## src/hw/rtl/fipc_pkg.sv

```systemverilog
// Package: shared constants, types and register indexes for the impulse profile block.
package fipc_pkg;

	localparam int POS_BITS_DEF = 24;
	localparam int QUAT_BITS_DEF = 16;
	localparam int COEF_FRAC_BITS_DEF = 16;
	localparam int AXES = 6;
	localparam int TGT_BITS = 16;
	localparam int TIME_BITS = 32;
	localparam int LIM_BITS = 52;
	localparam int COS_BITS = 15;
	localparam int PACK_BITS = 48;
	localparam int IDX_BITS = 3;

	typedef enum logic [IDX_BITS-1:0] {
		REG_RUN    = 3'd0,
		REG_RAMP   = 3'd1,
		REG_TLIM   = 3'd2,
		REG_RCOS   = 3'd3,
		REG_FORCE  = 3'd4,
		REG_TORQUE = 3'd5
	} reg_idx_t;

	typedef enum logic [2:0] {
		ST_IDLE,
		ST_CHECK,
		ST_DIV,
		ST_SCALE,
		ST_OUT
	} state_t;

	// Controller to datapath
	typedef struct packed {
		logic capture;
		logic check;
		logic div_start;
		logic div_step;
		logic scale_step;
	} cmd_t;

	// Datapath to controller
	typedef struct packed {
		logic need_div;
		logic div_done;
		logic scale_done;
	} status_t;

endpackage

```

## src/hw/rtl/fipc_ctrl.sv

```systemverilog
// Controller: sequences capture, cap check, coefficient division and scaling.
module fipc_ctrl (
	input  logic clk,
	input  logic arst_n,
	input  logic in_fire,
	input  logic in_cmd,
	input  logic out_fire,
	input  fipc_pkg::status_t sts,
	output fipc_pkg::cmd_t cmd,
	output logic in_ready,
	output logic out_valid
);
	fipc_pkg::state_t state_q, state_d;

	// Advance state
	always_ff @(posedge clk or negedge arst_n) begin
		if (!arst_n) state_q <= fipc_pkg::ST_IDLE;
		else state_q <= state_d;
	end

	// Next state
	always_comb begin
		state_d = state_q;
		case (state_q)
			fipc_pkg::ST_IDLE: if (in_fire && in_cmd) state_d = fipc_pkg::ST_CHECK;
			fipc_pkg::ST_CHECK: begin
				state_d = fipc_pkg::ST_SCALE;
			end
			fipc_pkg::ST_DIV: if (sts.div_done) state_d = fipc_pkg::ST_SCALE;
			fipc_pkg::ST_SCALE: if (sts.scale_done) state_d = fipc_pkg::ST_OUT;
			fipc_pkg::ST_OUT: if (out_fire) state_d = fipc_pkg::ST_IDLE;
			default: state_d = fipc_pkg::ST_IDLE;
		endcase
		if (state_q == fipc_pkg::ST_CHECK && sts.need_div) state_d = fipc_pkg::ST_DIV;
	end

	// Outputs
	always_comb begin
		cmd = '0;
		in_ready = 1'b0;
		out_valid = 1'b0;
		case (state_q)
			fipc_pkg::ST_IDLE: begin
				in_ready = 1'b1;
				cmd.capture = in_fire && !in_cmd;
				cmd.check = in_fire && in_cmd;
			end
			fipc_pkg::ST_CHECK: cmd.div_start = 1'b1;
			fipc_pkg::ST_DIV: cmd.div_step = 1'b1;
			fipc_pkg::ST_SCALE: cmd.scale_step = 1'b1;
			fipc_pkg::ST_OUT: out_valid = 1'b1;
			default: ;
		endcase
	end

`ifndef SYNTHESIS
	a_out_only_after_scale: assert property (@(posedge clk) disable iff (!arst_n)
		$rose(out_valid) |-> $past(state_q) == fipc_pkg::ST_SCALE)
		else $error("result shown without scaling");
	a_no_accept_busy: assert property (@(posedge clk) disable iff (!arst_n)
		in_ready |-> state_q == fipc_pkg::ST_IDLE)
		else $error("input taken while busy");
	a_div_then_scale: assert property (@(posedge clk) disable iff (!arst_n)
		(state_q == fipc_pkg::ST_DIV && sts.div_done) |=> state_q == fipc_pkg::ST_SCALE)
		else $error("division did not hand over");
`endif
endmodule

```

## config.mk

```make
export PLATFORM = sky130hd
export DESIGN_NAME = fipc_ctrl
export DESIGN_NICKNAME = d
export VERILOG_FILES = /design/src/hw/rtl/fipc_pkg.sv /design/src/hw/rtl/fipc_ctrl.sv
export SDC_FILE = /design/constraint.sdc
export NUM_CORES = 1
export LEC_CHECK = 0
export BUFFER_PORTS_ARGS = -buffer_cell sky130_fd_sc_hd__buf_2
export CAP_MARGIN = 20
export CORE_AREA = 2 2 39 41
export DETAILED_ROUTE_END_ITERATION = 6
export DIE_AREA = 0 0 41 43
export GPL_TIMING_DRIVEN = 0
export PLACE_DENSITY_LB_ADDON = 0.1
export SETUP_SLACK_MARGIN = 0.15
export SLEW_MARGIN = 30
export SYNTH_ARGS = -nofsm -noshare
export SYNTH_HDL_FRONTEND = slang
export SYNTH_SLANG_ARGS = --single-unit
export TNS_END_PERCENT = 20
```

## constraint.sdc

```tcl
create_clock -name clk -period 1.4 [get_ports clk]
set_input_delay 0.28 -clock clk [delete_from_list [all_inputs] [get_ports clk]]
set_output_delay 0.28 -clock clk [all_outputs]
set_load 0.01 [all_outputs]
```

# Word-level counts from Yosys, hierarchy flattened

Cells that the tools add are included.

Eq/ne operators: 8
Muxes and demuxes: 12
Reduce and logical (&&, ||, !) cells: 6

Operators with widths:

| kind                                                                  | number |
|---|---|
| 3-bit 2-to-1 mux                                                      | 5 |
| 3-bit case mux with 5 select lines                                    | 1 |
| 3-bit inequality test, second input constant                          | 4 |
| 3-bit by 2-bit equality test with 1-bit output, second input constant | 2 |
| 1-bit 2-to-1 mux                                                      | 5 |
| 4-bit AND reduction                                                   | 1 |
| 3-bit by 1-bit equality test with 1-bit output, second input constant | 1 |
| 3-bit equality test, second input constant                            | 1 |
| 1-bit logical AND                                                     | 3 |
| 3-bit logical NOT                                                     | 1 |
| 2-bit 2-to-1 mux                                                      | 1 |
| 1-bit logical NOT                                                     | 1 |

Flip-flop bits (word level): 3
Input bits: 8
Output and inout bits: 7

# Depth between registers and ports, before layout

Word-level depth: 4
Gate-level depth with buffers: 4

# Worst setup path before layout

No wires, ideal clock.

Path kind: reg2out
From: register state_q[2]
To: output cmd[4] (netlist name)
Arrival time: 1.112 ns
Slack: 0.008 ns
Stages on the path, launching flop included: 5
Path buffers: 1
Cell sequence: dfrtp_1 > clkbuf_8 > nor3_1 > nand2_1 > nor2_1

RTL lines:

| element                | RTL line        | RTL |
|---|---|---|
| from (decl)            | fipc_ctrl.sv:13 | `fipc_pkg::state_t state_q, state_d;` |
| from (signal assigned) | fipc_ctrl.sv:17 | `if (!arst_n) state_q <= fipc_pkg::ST_IDLE;` |
| from (signal assigned) | fipc_ctrl.sv:18 | `else state_q <= state_d;` |
| to (decl)              | fipc_ctrl.sv:9  | `output fipc_pkg::cmd_t cmd,` |

==> out/qor.yml <==
io_buffers: 14
slew_headroom: 0.8063
dp_hpwl_um: 434.1
via_per_inst: 4.271
pwr-share-seq: 0.276
finalClockSkew_ns: 0.002492
clock_path_buffers: 2
whs_ns: 0.2701
swShare: 0.4087
crit_end: "cmd[3]"
wire_per_inst_um: 10.08
cts-root-buf: "clkbuf_4"
finalNetCount: 52
drv_slew: 0
num_antenna_cells: 0
rows: 14
yosysSeqAreaShare: 0.3593
routed_wl_um: 595
worst_r2r_path_depth: 3
hold_viol_final: 0
p_total_w: 0.0007832
drc: 0
die_w_um: 41
top_register: "state_q"
r2r_end: "state_q[0]$_DFFE_PN0P_"
final_common_cell: "buf_2"
status: "finished, violations left"
fin_crit_ns: 1.476
antenna_found_initial: 0
p_sw_w: 0.0003201
crit_arrival_ns: 1.20
rr_startpoint: "state_q[2]$_DFFE_PN0P_"
finalWeightedCongestion: 0.7064
ir_worst_vdd_v: 0.0006680
dr.pass1.iters: 2
syn-num-nets: 31
p_comb_frac: 0.522
max-cap-violations: 0
cp.required_ns: 1.12
layout_common_cells: "buf_2 (14), clkbuf_4 (3)"
ys_seq_elements: 3
p_int_w: 0.0004632
setup_slack_ns: -0.07594
grt_setup_unrepaired: "yes"
syn2layout_area_growth_pct: 76.65
path_clk_slew_ns: 0.04
reg.largest.list: "state_q x3"
power_density_nw_per_um2: 2122
min_path_type: "input port to flop"
clock-sinks: 3
setup_viol: 5
grt_first_pass_wirelength_um: 972
worst-r2r-setup-slack_ns: 0.27
cts_tree: "done"
num_vias: 252
ys_types: 16
largest_register_ffs: 3
critPathMaxFanout: 7
die_y_um: 43
syn_avg_cell_area_sq_um: 9.085
htreeDepth: 1
die_area_sq_um: 1763
ioPinCount: 15
synth_warnings: 0
final.fill_count: 158
cts_made_buffers: 3
drt_iter0_markers: 1
clkLatencyLatePin_ns: 0.24
crit_path_end_kind: "primary output"
critPathKind: "flop to primary output"
clkPwrFrac: 0.201
max_freq_ghz: 0.6775
finalSetupTns_ns: -0.2054
initial_core_util: 0.1510
grt_remaining_overflow: 0
antenna_left: 0
syn_area_sq_um: 209.0
cp-start-kind: "flop"
fin_crit_sh: 1.054
gr-usage-all-layers: 0.09173
grt_max_degree: 10
synthCells: 23
drive_gt1_frac: 0.6279
tightest_slew_ns: 0.2899
grt_pass1_vias: 247
leakagePower_nw: 0.1896
startpoint: "state_q[1]$_DFFE_PN0P_"
violations: "setup timing"
coreArea_sq_um: 1384
==> kinds of logic (layout without fill, tap and decap cells) <==
logic type | count (synthesis) | after routing | synth area share
AOI/OAI and AO/OA | 4 | 4 | 0.1796
buffers and inverters | 2 | 22 | 0.08380
DFF | 3 | 3 | 0.3593
and+or+nand+nor | 14 | 14 | 0.3773
==> how the worst min path moves through the flow <==
stage | startpoint | end | slack [ns] | cells past startpoint
2_1_floorplan | arst_n | state_q[0]$_DFFE_PN0P_ | -0.02 | 0
5_1_grt | sts[0] | state_q[0]$_DFFE_PN0P_ | 0.27 | 2
3_5_place_dp | arst_n | state_q[1]$_DFFE_PN0P_ | 0.08 | 1
6_report | sts[0] | state_q[0]$_DFFE_PN0P_ | 0.27 | 2
3_3_place_gp | arst_n | state_q[2]$_DFFE_PN0P_ | 0.08 | 1
4_1_cts | sts[0] | state_q[0]$_DFFE_PN0P_ | 0.27 | 2
==> worst max-delay path, cell delays in order, from the launching register on <==
cell and delay (ns):
dfrtp_2 0.46, nor3_4 0.21, and3_1 0.17, buf_2 0.12
==> synth_stat cells <==
cell type | number | area, sq um
inv_1 | 1 | 3.750
and3_1 | 1 | 6.260
nor2_1 | 3 | 11.26
clkbuf_8 | 1 | 13.76
nand2b_1 | 1 | 6.260
and3_2 | 1 | 7.510
o32ai_1 | 1 | 8.760
nor3_1 | 2 | 10.01
dfrtp_1 | 3 | 75.07
a22o_1 | 1 | 8.760
nor3b_1 | 2 | 15.01
and3b_1 | 1 | 8.760
nand2_1 | 2 | 7.510
o21ai_0 | 1 | 5.000
and2_1 | 1 | 6.260
a2111oi_2 | 1 | 15.01
==> per-stage QoR <==
stage                     worst slack [ns]  std cells  instance area [sq um]    util
after floorplan                     0.1543         23                  220.2       -
after global placement            0.005946         53                  310.3  0.2242
after detailed placement          0.009685         53                  310.3  0.2242
after CTS                         -0.08904         59                  356.6  0.2577
after global routing               -0.1375         59                  369.1  0.2667
final                             -0.07594         59                  369.1  0.2667
==> layer usage <==
metal  vias to the layer above  global-route usage  share of wire  routed length [um]
met5                         -                   0              0                   0
met4                         0              0.1400          0.071                  42
met3                         5             0.01571          0.074                  44
met2                        14              0.1188           0.49                 291
met1                       109             0.09446           0.36                 217
li1                        124                   -              -                   -
==> power by group through the flow <==
stage / sequential, W / clock, W / combinational [W]
finish: 0.000216 / 0.000158 / 0.000409
global route: 0.000229 / 0.000164 / 0.000450
CTS: 0.000215 / 0.000162 / 0.000394
detailed placement: 0.000217 / 0 / 0.000362
global placement: 0.000217 / 0 / 0.000364
floorplan: 0.000195 / 0 / 0.000256
==> repair_timing <==
| action | 4_1_cts | 5_1_grt |
|---|---|---|
| buffers inserted | 1 | 0 |
| pin swaps | 3 | 0 |
| setup endpoints to repair | 8 | 7 |
| hold buffers | 1 | 0 |
| resized for setup | 2 | 3 |
| endpoints found under the hold margin | 3 | 0 |
==> final cells by class <==
type | instances | area [sq um] | share of cell area
multi-input cells | 18 | 140.1 | 0.3797
repair buffers | 16 | 87.58 | 0.2373
well taps | 16 | 20.02 | 0.05424
flip-flops and latches | 3 | 77.57 | 0.2102
plain buffers | 1 | 13.76 | 0.03729
inverters | 1 | 3.754 | 0.01017
clock buffers | 4 | 26.28 | 0.07119
(Power assumes the default switching activity.)
